File: src/rtl/i2cseq_pkg.sv
// ----------------------------------------------------------------------------
// I2C master sequencer package
// Item layouts, controller status codes and small helpers shared by the
// sequencer and its channel interfaces.
// ----------------------------------------------------------------------------
package i2cseq_pkg;

	// Command item, one per transfer on the command channel.
	typedef struct packed {
		logic [1:0] mode;
		logic [2:0] kind;
		logic [7:0] slave_addr;
		logic [5:0] first_len;
		logic [5:0] second_len;
		logic [4:0] buf_index;
		logic [7:0] data_byte;
		logic [7:0] status_code;
	} cmd_t;

	// Action item, one per transfer on the action channel.
	typedef struct packed {
		logic       tx_valid;
		logic [7:0] tx_byte;
		logic       set_start;
		logic       set_stop;
		logic [1:0] ack_ctrl;
		logic       clear_start;
		logic [2:0] master_state;
		logic       busy_res;
		logic       buffer_in_use;
		logic       rx_valid;
		logic [4:0] rx_index;
		logic [7:0] rx_byte;
	} act_t;

	// Command modes.
	localparam logic [1:0] MODE_LOAD    = 2'd0;
	localparam logic [1:0] MODE_START   = 2'd1;
	localparam logic [1:0] MODE_EVENT   = 2'd2;
	localparam logic [1:0] MODE_RELEASE = 2'd3;

	// Transaction kinds.
	localparam logic [2:0] KIND_RD_SINGLE = 3'd0;
	localparam logic [2:0] KIND_RD_BLOCK  = 3'd1;
	localparam logic [2:0] KIND_WR_SINGLE = 3'd2;
	localparam logic [2:0] KIND_WR_BLOCK  = 3'd3;
	localparam logic [2:0] KIND_WR_RD     = 3'd4;

	// Controller status codes.
	localparam logic [7:0] SC_START       = 8'h08;
	localparam logic [7:0] SC_RSTART      = 8'h10;
	localparam logic [7:0] SC_SLA_W_ACK   = 8'h18;
	localparam logic [7:0] SC_SLA_W_NACK  = 8'h20;
	localparam logic [7:0] SC_DATA_TX_ACK = 8'h28;
	localparam logic [7:0] SC_DATA_TX_NAK = 8'h30;
	localparam logic [7:0] SC_SLA_R_ACK   = 8'h40;
	localparam logic [7:0] SC_SLA_R_NACK  = 8'h48;
	localparam logic [7:0] SC_DATA_RX_ACK = 8'h50;
	localparam logic [7:0] SC_DATA_RX_NAK = 8'h58;

	// Direction bit handling on the address byte.
	localparam logic [7:0] ADDR_READ_BIT   = 8'h01;
	localparam logic [7:0] ADDR_WRITE_MASK = 8'hFE;

	// Reported master state.
	localparam logic [2:0] MST_IDLE   = 3'd0;
	localparam logic [2:0] MST_NACK   = 3'd1;
	localparam logic [2:0] MST_DONE   = 3'd2;
	localparam logic [2:0] MST_RSTART = 3'd3;
	localparam logic [2:0] MST_DACK   = 3'd4;
	localparam logic [2:0] MST_ERROR  = 3'd5;

	// Acknowledge control.
	localparam logic [1:0] ACK_NONE = 2'd0;
	localparam logic [1:0] ACK_SET  = 2'd1;
	localparam logic [1:0] ACK_CLR  = 2'd2;

	localparam logic [5:0] PTR_MAX = 6'd63;

	// Pointer increment that saturates at the top of its range.
	function automatic logic [5:0] ptr_inc(input logic [5:0] p);
		return (p == PTR_MAX) ? PTR_MAX : p + 6'd1;
	endfunction

endpackage

File: src/rtl/i2cseq_cmd_if.sv
// ----------------------------------------------------------------------------
// Command channel
// Valid/ready channel that carries command items into the sequencer.
// ----------------------------------------------------------------------------
interface i2cseq_cmd_if;
	logic               valid;
	logic               ready;
	i2cseq_pkg::cmd_t   data;

	modport source (output valid, output data, input ready);
	modport sink   (input valid, input data, output ready);
endinterface

File: src/rtl/i2cseq_act_if.sv
// ----------------------------------------------------------------------------
// Action channel
// Valid/ready channel that carries controller actions out of the sequencer.
// ----------------------------------------------------------------------------
interface i2cseq_act_if;
	logic               valid;
	logic               ready;
	i2cseq_pkg::act_t   data;

	modport source (output valid, output data, input ready);
	modport sink   (input valid, input data, output ready);
endinterface

File: src/rtl/i2cseq_wstore.sv
// ----------------------------------------------------------------------------
// Write store
// Byte memory for block writes, one write port and one registered read port
// with write-to-read forwarding on a shared address.
// ----------------------------------------------------------------------------
module i2cseq_wstore #(
	parameter int DEPTH = 32,
	parameter int AW    = 5
) (
	input  logic          clk,
	input  logic          wr_en,
	input  logic [AW-1:0] wr_addr,
	input  logic [7:0]    wr_data,
	input  logic [AW-1:0] rd_addr,
	output logic [7:0]    rd_data
);
	logic [7:0] mem [DEPTH];
	logic [7:0] rd_q;

	always_ff @(posedge clk) begin
		if (wr_en) begin
			mem[wr_addr] <= wr_data;
		end
	end

	// A write to the address being read is seen by the read in the same cycle.
	always_ff @(posedge clk) begin
		if (wr_en && (wr_addr == rd_addr)) begin
			rd_q <= wr_data;
		end else begin
			rd_q <= mem[rd_addr];
		end
	end

	assign rd_data = rd_q;
endmodule

File: src/rtl/i2c_master_transaction_sequencer.sv
// ----------------------------------------------------------------------------
// I2C master transaction sequencer
// One channel of a status-code driven I2C master: turns commands and
// controller status events into the next controller actions.
// ----------------------------------------------------------------------------
// Usage. Commands arrive on the cmd channel: a load puts a byte into the
// write store, a start opens a transaction of one of five kinds, a status
// event reports the controller's status code with the received byte, and a
// release drops the buffer-claimed flag. Every command transfer produces
// exactly one action item on the act channel, in order.
// The action for a command is presented on act in the cycle after its
// transfer. Throughput is one command per cycle; the only limit is the
// single output register, so cmd.ready falls only while an action is
// held there and act.ready is low. A stalled receiver therefore
// holds the pending action unchanged and back-pressures the command side
// without losing anything.
// The write store is a memory read ahead at the next write pointer,
// so a data transmit never waits on the memory.
// Reset clears every control flag, counter and pointer and empties the
// output register; the write store is not cleared and must be loaded
// before its entries are sent.
// ----------------------------------------------------------------------------
module i2c_master_transaction_sequencer #(
	parameter int BUF_DEPTH = 32
) (
	input  logic               clk,
	input  logic               arst_n,
	i2cseq_cmd_if.sink         cmd,
	i2cseq_act_if.source       act
);
	import i2cseq_pkg::*;

	localparam int AW = (BUF_DEPTH > 1) ? $clog2(BUF_DEPTH) : 1;

	// Sequencer state.
	logic [7:0] addr_q,         addr_d;
	logic [5:0] write_count_q,  write_count_d;
	logic [5:0] read_count_q,   read_count_d;
	logic [5:0] write_ptr_q,    write_ptr_d;
	logic [5:0] read_ptr_q,     read_ptr_d;
	logic [7:0] single_q,       single_d;
	logic       block_q,        block_d;
	logic       wtr_q,          wtr_d;
	logic [2:0] state_code_q,   state_code_d;
	logic       busy_q,         busy_d;
	logic       buf_q,          buf_d;

	// Output register.
	logic       act_valid_q;
	act_t       act_q;
	act_t       act_d;

	logic       accept;
	cmd_t       c;
	logic       st_wr_en;
	logic [7:0] st_rd_data;
	logic [7:0] store_byte;
	logic [5:0] rp_inc;
	logic       l1_ok;
	logic       l2_ok;

	assign c      = cmd.data;
	assign cmd.ready = !act_valid_q || act.ready;
	assign accept = cmd.valid && cmd.ready;

	assign l1_ok = int'(c.first_len)  <= BUF_DEPTH;
	assign l2_ok = int'(c.second_len) <= BUF_DEPTH;

	// The store read port always tracks the write pointer the next item will
	// see, so its registered data lines up with write_ptr_q.
	assign st_wr_en = accept && (c.mode == MODE_LOAD) && (int'(c.buf_index) < BUF_DEPTH);

	i2cseq_wstore #(
		.DEPTH (BUF_DEPTH),
		.AW    (AW)
	) u_wstore (
		.clk     (clk),
		.wr_en   (st_wr_en),
		.wr_addr (AW'(c.buf_index)),
		.wr_data (c.data_byte),
		.rd_addr (AW'(write_ptr_d)),
		.rd_data (st_rd_data)
	);

	// Pointers past the end of the store send a zero byte.
	assign store_byte = (int'(write_ptr_q) < BUF_DEPTH) ? st_rd_data : 8'h00;
	assign rp_inc     = ptr_inc(read_ptr_q);

	// Next state and action for the item at the command port.
	always_comb begin
		addr_d        = addr_q;
		write_count_d = write_count_q;
		read_count_d  = read_count_q;
		write_ptr_d   = write_ptr_q;
		read_ptr_d    = read_ptr_q;
		single_d      = single_q;
		block_d       = block_q;
		wtr_d         = wtr_q;
		state_code_d  = state_code_q;
		busy_d        = busy_q;
		buf_d         = buf_q;
		act_d         = '0;

		if (accept) begin
			case (c.mode)
				MODE_LOAD: begin
					// Handled entirely by the store write port.
				end
				MODE_START: begin
					case (c.kind)
						KIND_RD_SINGLE: begin
							wtr_d           = 1'b0;
							read_count_d    = 6'd0;
							addr_d          = c.slave_addr | ADDR_READ_BIT;
							block_d         = 1'b0;
							state_code_d    = MST_IDLE;
							busy_d          = 1'b1;
							act_d.set_start = 1'b1;
						end
						KIND_RD_BLOCK: begin
							if (l1_ok) begin
								wtr_d           = 1'b0;
								read_count_d    = c.first_len;
								read_ptr_d      = 6'd0;
								addr_d          = c.slave_addr | ADDR_READ_BIT;
								block_d         = 1'b1;
								state_code_d    = MST_IDLE;
								busy_d          = 1'b1;
								buf_d           = 1'b1;
								act_d.set_start = 1'b1;
							end
						end
						KIND_WR_SINGLE: begin
							wtr_d           = 1'b0;
							write_count_d   = 6'd0;
							write_ptr_d     = 6'd0;
							single_d        = c.data_byte;
							addr_d          = c.slave_addr & ADDR_WRITE_MASK;
							block_d         = 1'b0;
							state_code_d    = MST_IDLE;
							busy_d          = 1'b1;
							act_d.set_start = 1'b1;
						end
						KIND_WR_BLOCK: begin
							if (l1_ok) begin
								wtr_d           = 1'b0;
								write_count_d   = c.first_len;
								write_ptr_d     = 6'd0;
								addr_d          = c.slave_addr & ADDR_WRITE_MASK;
								block_d         = 1'b1;
								state_code_d    = MST_IDLE;
								busy_d          = 1'b1;
								buf_d           = 1'b1;
								act_d.set_start = 1'b1;
							end
						end
						KIND_WR_RD: begin
							if (l1_ok && l2_ok) begin
								wtr_d           = 1'b1;
								write_count_d   = c.first_len;
								read_count_d    = c.second_len;
								write_ptr_d     = 6'd0;
								read_ptr_d      = 6'd0;
								addr_d          = c.slave_addr & ADDR_WRITE_MASK;
								block_d         = 1'b1;
								state_code_d    = MST_IDLE;
								busy_d          = 1'b1;
								buf_d           = 1'b1;
								act_d.set_start = 1'b1;
							end
						end
						default: begin
							// Unknown kinds are ignored.
						end
					endcase
				end
				MODE_EVENT: begin
					case (c.status_code)
						SC_START: begin
							act_d.tx_valid    = 1'b1;
							act_d.tx_byte     = addr_q;
							act_d.clear_start = 1'b1;
						end
						SC_RSTART: begin
							// Only the read phase of a write-then-read uses a
							// repeated start; it resends the address for reading.
							if (wtr_q) begin
								act_d.tx_valid    = 1'b1;
								act_d.tx_byte     = addr_q | ADDR_READ_BIT;
								act_d.clear_start = 1'b1;
							end
						end
						SC_SLA_W_ACK: begin
							act_d.tx_valid = 1'b1;
							act_d.ack_ctrl = ACK_SET;
							if (block_q) begin
								act_d.tx_byte = store_byte;
								write_ptr_d   = ptr_inc(write_ptr_q);
							end else begin
								act_d.tx_byte = single_q;
							end
						end
						SC_SLA_W_NACK, SC_DATA_TX_NAK: begin
							state_code_d   = MST_NACK;
							act_d.set_stop = 1'b1;
							act_d.ack_ctrl = ACK_SET;
							busy_d         = 1'b0;
						end
						SC_DATA_TX_ACK: begin
							if (block_q && (write_ptr_q < write_count_q)) begin
								act_d.tx_valid = 1'b1;
								act_d.tx_byte  = store_byte;
								act_d.ack_ctrl = ACK_SET;
								write_ptr_d    = ptr_inc(write_ptr_q);
							end else if (block_q && wtr_q) begin
								act_d.set_start = 1'b1;
								state_code_d    = MST_RSTART;
							end else begin
								state_code_d   = MST_DONE;
								act_d.set_stop = 1'b1;
								act_d.ack_ctrl = ACK_SET;
								busy_d         = 1'b0;
							end
						end
						SC_SLA_R_ACK: begin
							act_d.ack_ctrl = ACK_SET;
						end
						SC_DATA_RX_ACK: begin
							if (block_q) begin
								if (int'(read_ptr_q) < BUF_DEPTH) begin
									act_d.rx_valid = 1'b1;
									act_d.rx_index = read_ptr_q[4:0];
									act_d.rx_byte  = c.data_byte;
								end
								read_ptr_d = rp_inc;
								if (rp_inc >= read_count_q) begin
									state_code_d   = MST_DONE;
									act_d.ack_ctrl = ACK_CLR;
								end else begin
									state_code_d   = MST_DACK;
									act_d.ack_ctrl = ACK_SET;
								end
							end else begin
								act_d.rx_valid = 1'b1;
								act_d.rx_byte  = c.data_byte;
								state_code_d   = MST_DONE;
								act_d.ack_ctrl = ACK_CLR;
								busy_d         = 1'b0;
							end
						end
						SC_DATA_RX_NAK: begin
							// Last byte not acknowledged: stop, state unchanged.
							busy_d         = 1'b0;
							act_d.set_stop = 1'b1;
						end
						SC_SLA_R_NACK: begin
							state_code_d   = MST_NACK;
							act_d.set_stop = 1'b1;
							busy_d         = 1'b0;
						end
						default: begin
							state_code_d = MST_ERROR;
						end
					endcase
				end
				MODE_RELEASE: begin
					buf_d = 1'b0;
				end
				default: begin
				end
			endcase
		end

		act_d.master_state  = state_code_d;
		act_d.busy_res      = busy_d;
		act_d.buffer_in_use = buf_d;
	end

	always_ff @(posedge clk or negedge arst_n) begin
		if (!arst_n) begin
			addr_q        <= '0;
			write_count_q <= '0;
			read_count_q  <= '0;
			write_ptr_q   <= '0;
			read_ptr_q    <= '0;
			single_q      <= '0;
			block_q       <= 1'b0;
			wtr_q         <= 1'b0;
			state_code_q  <= MST_IDLE;
			busy_q        <= 1'b0;
			buf_q         <= 1'b0;
		end else if (accept) begin
			addr_q        <= addr_d;
			write_count_q <= write_count_d;
			read_count_q  <= read_count_d;
			write_ptr_q   <= write_ptr_d;
			read_ptr_q    <= read_ptr_d;
			single_q      <= single_d;
			block_q       <= block_d;
			wtr_q         <= wtr_d;
			state_code_q  <= state_code_d;
			busy_q        <= busy_d;
			buf_q         <= buf_d;
		end
	end

	// The output register fills on each command transfer and empties when
	// the receiver takes the action.
	always_ff @(posedge clk or negedge arst_n) begin
		if (!arst_n) begin
			act_valid_q <= 1'b0;
		end else if (accept) begin
			act_valid_q <= 1'b1;
		end else if (act.ready) begin
			act_valid_q <= 1'b0;
		end
	end

	always_ff @(posedge clk) begin
		if (accept) begin
			act_q <= act_d;
		end
	end

	assign act.valid = act_valid_q;
	assign act.data  = act_q;

	// A held action that is not taken must block any new command.
	a_no_overwrite: assert property (@(posedge clk) disable iff (!arst_n)
		(act_valid_q && !act.ready) |-> !accept)
		else $error("command taken while an action is stalled");

	// The buffer can only become claimed through a start command.
	a_buf_claim: assert property (@(posedge clk) disable iff (!arst_n)
		$rose(buf_q) |-> $past(accept && (c.mode == MODE_START)))
		else $error("buffer claimed outside a start");

	// Start and stop are never requested by the same action.
	a_start_stop: assert property (@(posedge clk) disable iff (!arst_n)
		act_valid_q |-> !(act_q.set_start && act_q.set_stop))
		else $error("start and stop requested together");

	// An accepted start that requests a start condition leaves the block busy.
	a_start_busy: assert property (@(posedge clk) disable iff (!arst_n)
		(accept && (c.mode == MODE_START) && act_d.set_start) |=> busy_q)
		else $error("start accepted without setting busy");
endmodule
File: src/flat_wrapper.sv
// flat-port wrapper written by rule: the top's interface ports become plain ports
module i2c_master_transaction_sequencer_flat import i2cseq_pkg::*;
#(
	parameter int BUF_DEPTH = 32
)
  (clk, arst_n, cmd_valid, cmd_data, cmd_ready, act_valid, act_data, act_ready);
  i2cseq_cmd_if cmd_i ();
  i2cseq_act_if act_i ();
  input  logic clk;
  input  logic arst_n;
  input wire logic [$bits(cmd_i.valid)-1:0] cmd_valid;
  input wire logic [$bits(cmd_i.data)-1:0] cmd_data;
  output wire logic [$bits(cmd_i.ready)-1:0] cmd_ready;
  output wire logic [$bits(act_i.valid)-1:0] act_valid;
  output wire logic [$bits(act_i.data)-1:0] act_data;
  input wire logic [$bits(act_i.ready)-1:0] act_ready;
  assign cmd_i.valid = cmd_valid;
  assign cmd_i.data = cmd_data;
  assign cmd_ready = cmd_i.ready;
  assign act_valid = act_i.valid;
  assign act_data = act_i.data;
  assign act_i.ready = act_ready;
  i2c_master_transaction_sequencer #(.BUF_DEPTH(BUF_DEPTH)) u_core (.clk(clk), .arst_n(arst_n), .cmd(cmd_i), .act(act_i));
endmodule
File: config.mk
export PLATFORM = sky130hd
export DESIGN_NAME = i2c_master_transaction_sequencer_flat
export DESIGN_NICKNAME = d
export VERILOG_FILES = /design/src/rtl/i2cseq_pkg.sv /design/src/rtl/i2cseq_cmd_if.sv /design/src/rtl/i2cseq_act_if.sv /design/src/rtl/i2cseq_wstore.sv /design/src/rtl/i2c_master_transaction_sequencer.sv /design/src/flat_wrapper.sv
export SDC_FILE = /design/constraint.sdc
export NUM_CORES = 1
export LEC_CHECK = 0
export ABC_AREA = 1
export BUFFER_PORTS_ARGS = -buffer_cell sky130_fd_sc_hd__clkbuf_2
export CAP_MARGIN = 0
export CORE_UTILIZATION = 25
export CTS_CLUSTER_DIAMETER = 60
export DETAILED_ROUTE_END_ITERATION = 8
export PLACE_DENSITY = 0.36
export SLEW_MARGIN = 0
export SYNTH_ARGS = -nofsm -noshare
export SYNTH_HDL_FRONTEND = slang
export SYNTH_HIERARCHICAL = 1
export SYNTH_SLANG_ARGS = --single-unit
File: constraint.sdc
create_clock -name clk -period 3.3 [get_ports clk]
set_input_delay 0.99 -clock clk [delete_from_list [all_inputs] [get_ports clk]]
set_output_delay 0.99 -clock clk [all_outputs]
set_load 0.02 [all_outputs]
==> impl_results.md <==
* Result of the run: completed
* Share of synthesized area spent on multiplexers at 0
* Time the worst path needs with I/O delays and setup at 2.616 ns
* H-tree lvl count at 2
* Accumulated negative setup slack at 0 ns
* Antenna violations before repair at 0
* Most common library cell in the layout ignoring fill and taps: sky130_fd_sc_hd__nand2_1
* Remaining global-route overflow at 0
* Clock-pin slew on the worst setup and hold paths at 0.06 ns
* Die H at 249.6 um
* Category of cells accounting for the largest share of critical-path delay: simple AND/OR/NAND/NOR gates
* Placed instance count at 2,371
* Startpoint Class: flip-flop
* Yosys warning total at 6
* Number of hold-repair buffers added at the cts stage at 0
* Die area at 62,310 sq um
* Post-CTS Resized at 0
* Critical path cell sequence: inv_4 > buf_12 > nand2_1 > nand3_1 > nand3_1 > nand2_1 > nand2_1 > nand2_1 > nand2_1 > nand2_1 > nand3_1 > a21oi_1
* Clock Sinks at 342
* Number of buffers inserted by port buffering at 83
* Final setup violation count at 0
* Placeable core region at 60,470 sq um
* Final cycle utilization of the critical path at 0.7928
* Horizontal extent of the die at 249.6 um
* Critical path depth in cells at 12
* Non-filler cells, final at 2,448
* Worst vdd ir at 0.3715 mV
* Endpoint arrival time on the critical path at 3.00 ns
* Part of the power in combinational logic at 0.064
* Sequential fraction of the synthesis area at 0.6510
* Post-CTS setup buffer count at 0
* Routed via count at 10,800
* Clock network fraction of design power at 0.449
* Dominant cell type by count on the critical path: sky130_fd_sc_hd__nand2_1
* Mean area per synthesized cell at 10.20 sq um
* Worst min path class: primary input to async pin
* Achievable frequency at 0.3822 GHz
* Worst path bufs/invs at 2
* Area grow syn2layout at 18.57%
* Later-pin clock latency in the skew report at 0.58 ns
* Kind of critical path: flip-flop to flip-flop
* DRT Wirelength at 44,670 um
* Post-route antenna net violation count at 0
* FP Rows at 90
* Max Slew Vio Count at 0
* Delay of the slowest cell on the worst path at 0.45 ns
* DRC Markers at 0
* Overall fraction of global-route tracks in use at 0.1442
* Combined area of the multi-input logic cells at 4491 sq um
* Data required, critical path at 3.68 ns
* Main combinational cell family by area after synthesis: simple AND/OR/NAND/NOR gates
* Final critical-path setup slack at 0.6837 ns
* Setup Skew at 0.03652 ns
* CTS Root Cell: sky130_fd_sc_hd__clkbuf_16
* Share of synthesized cell area in full adder, half adder and majority cells at 0.01388
* CP Max Fanout at 39
* Number of hold-slack violations in the final timing report at 0
* Top-Level Pins at 85
* Top library cells by usage in the layout, fill and taps aside: sky130_fd_sc_hd__nand2_1, sky130_fd_sc_hd__edfxtp_1, sky130_fd_sc_hd__nand3_1
* Share of synthesized cell area in and, or, nand and nor gates at 0.2407
* GPL Wtd Cong at 0.8069
* Post-Synth XOR/XNOR Area at 0
* Number of global-route vias before repair at 10,530
* Switching portion of total power at 0.2362
* Post-layout power at 10.05 mW
* Cell with the biggest individual delay on the critical path: sky130_fd_sc_hd__dfxtp_4
* Sequential share of power at 0.488
* Tightest Pin Transition at 0.9344 ns
* Compound-cell area share of the yosys netlist at 0.03836
* Distinct cells, synth at 41
* First-pass GRT wire length at 67,630 um
* R2R depth at 12
* Violation count after the first detailed-routing iteration at 775
* P per Cell Area at 552.9 nW/um^2
* Per-cell routed wire length at 18.25 um
* Crit. End Element: flip-flop
* CTS buffer count at 43
* Placed wire-length estimate after detailed placement at 29,250 um
* Nets at 1,701
* Flip-flop and latch area at 9985 sq um
* Total leakage power at 7.251 nW
* Post-Synthesis Cells at 1,503
* Pint at 7.674 mW
* RSZ-0062 raised after global routing: false
* Max-cap check violation count at 0
* Clock buffer depth at 3
* Share of the core filled with cells in the final layout at 0.3006
* Initial DRT Pass Iterations at 5
* Summed instance area of the synthesized netlist at 15,330 sq um
* TritonCTS clock tree: yes
* Initial cell density of the core at 0.2535
* Vias/cell at 4.413
* Headroom to the max-slew limit at 0.3771
* Final-layout fill cell count at 6,260
* Pre-CTS setup slack at 0.5539 ns
* Total net switching power at 2.374 mW
* Fraction of final layout cells sized beyond drive strength 1 at 0.1453
* Largest net degree at the start of global routing at 107
* Synthesis-stage register bit count at 342
* Net Count, Synth at 1,570
## worst reg2reg max path: stages, from the launching register on
cell and delay, ns:
sky130_fd_sc_hd__dfxtp_4 0.45, sky130_fd_sc_hd__inv_4 0.45, sky130_fd_sc_hd__buf_12 0.30, sky130_fd_sc_hd__nand2_1 0.10, sky130_fd_sc_hd__nand3_1 0.09, sky130_fd_sc_hd__nand3_1 0.15
sky130_fd_sc_hd__nand2_1 0.16, sky130_fd_sc_hd__nand2_1 0.06, sky130_fd_sc_hd__nand2_1 0.10, sky130_fd_sc_hd__nand2_1 0.08, sky130_fd_sc_hd__nand2_1 0.10, sky130_fd_sc_hd__nand3_1 0.12
sky130_fd_sc_hd__a21oi_1 0.28
## per-layer routing
metal	GRT usage	vias up	wire length, um
met4	0.04568	0	936
met1	0.2087	5176	22380
met3	0.01940	52	1402
met2	0.2218	201	19960
li1	-	5373	-
met5	0	-	0
## layout make-up
class                   instances  share of cell area
flip-flops and latches        342              0.5494
inverters                     101             0.02127
repair buffers                149             0.05425
multi-input cells             997              0.2471
clock inverters                22             0.01033
diodes                          1           0.0001377
well taps                     782             0.05383
clock buffers                  54             0.06375
## synthesized netlist by cell type, drive strengths merged
cell type	number	share of area
dfxtp	5	0.0065
o31a	1	0.00057
dfrtp	48	0.078
o211ai	3	0.0015
o21bai	1	0.00049
buf	53	0.028
a31oi	2	0.00082
nand4	6	0.0024
ha	17	0.014
o21a	1	0.00049
nor2	106	0.027
clkinv	1	0.00024
inv	100	0.025
nand2	504	0.13
nand3	255	0.084
o22ai	7	0.0029
a21boi	1	0.00049
or2	1	0.00041
o31ai	1	0.00049
a211oi	1	0.00049
edfxtp	289	0.57
clkbuf	10	0.0024
o21ai	54	0.019
a32o	1	0.00065
a21oi	32	0.011
nor3	2	0.0014
and3	1	0.00041
## state kept, by name, summed over array words and instances (netlist names), named ones only
name / flops
u_core/read_count_q: 6
u_core/block_q: 1
u_core/state_code_q: 3
u_core/wtr_q: 1
u_core/act.valid: 1
u_core/buf_q: 1
u_core/single_q: 8
u_core/act.data: 33
u_core/busy_q: 1
u_core/write_ptr_q: 6
u_core/addr_q: 8
u_core/read_ptr_q: 6
u_core/write_count_q: 6
u_core/u_wstore/mem: 256
## worst paths after layout
check | start | end | slack (ns)
setup / recovery | flip-flop | u_core/act.data[30] | 0.68
min in group clk | u_core/addr_q[7] | u_core/addr_q[7] | 0.48
hold reg to reg | u_core/addr_q[7] | u_core/addr_q[7] | 0.48
setup reg to reg | flip-flop | u_core/act.data[30] | 0.68
hold / removal | arst_n | u_core/read_ptr_q[1] | 0.41
max in group asynchronous | arst_n | u_core/write_ptr_q[2] | 2.28
## kinds of logic after synthesis
kind of cell,Yosys count
and+or+nand+nor,875
DFF,342
buffers and inverters,164
AOI/OAI and AO/OA,105
adders and majority gates,17
## power groups by stage
stage | clock [mW] | sequential, mW | combinational, mW
final | 4.51 | 4.90 | 0.640
after CTS | 4.67 | 4.90 | 0.658
after floorplan | 0 | 5.00 | 0.351
after detailed placement | 0 | 4.99 | 0.657
after global placement | 0 | 4.99 | 0.649
after global routing | 4.83 | 4.92 | 0.736
## per-stage QoR
| step | hold slack (ns) | area, sq um |
|---|---|---|
| after floorplan | 0.4491 | 15330 |
| after global placement | 0.4680 | 16830 |
| after detailed placement | 0.4700 | 16830 |
| after CTS | 0.3953 | 18170 |
| after global routing | 0.4215 | 18170 |
| final | 0.4074 | 18170 |
No activity file was read; power rests on OpenSTA's default activity.
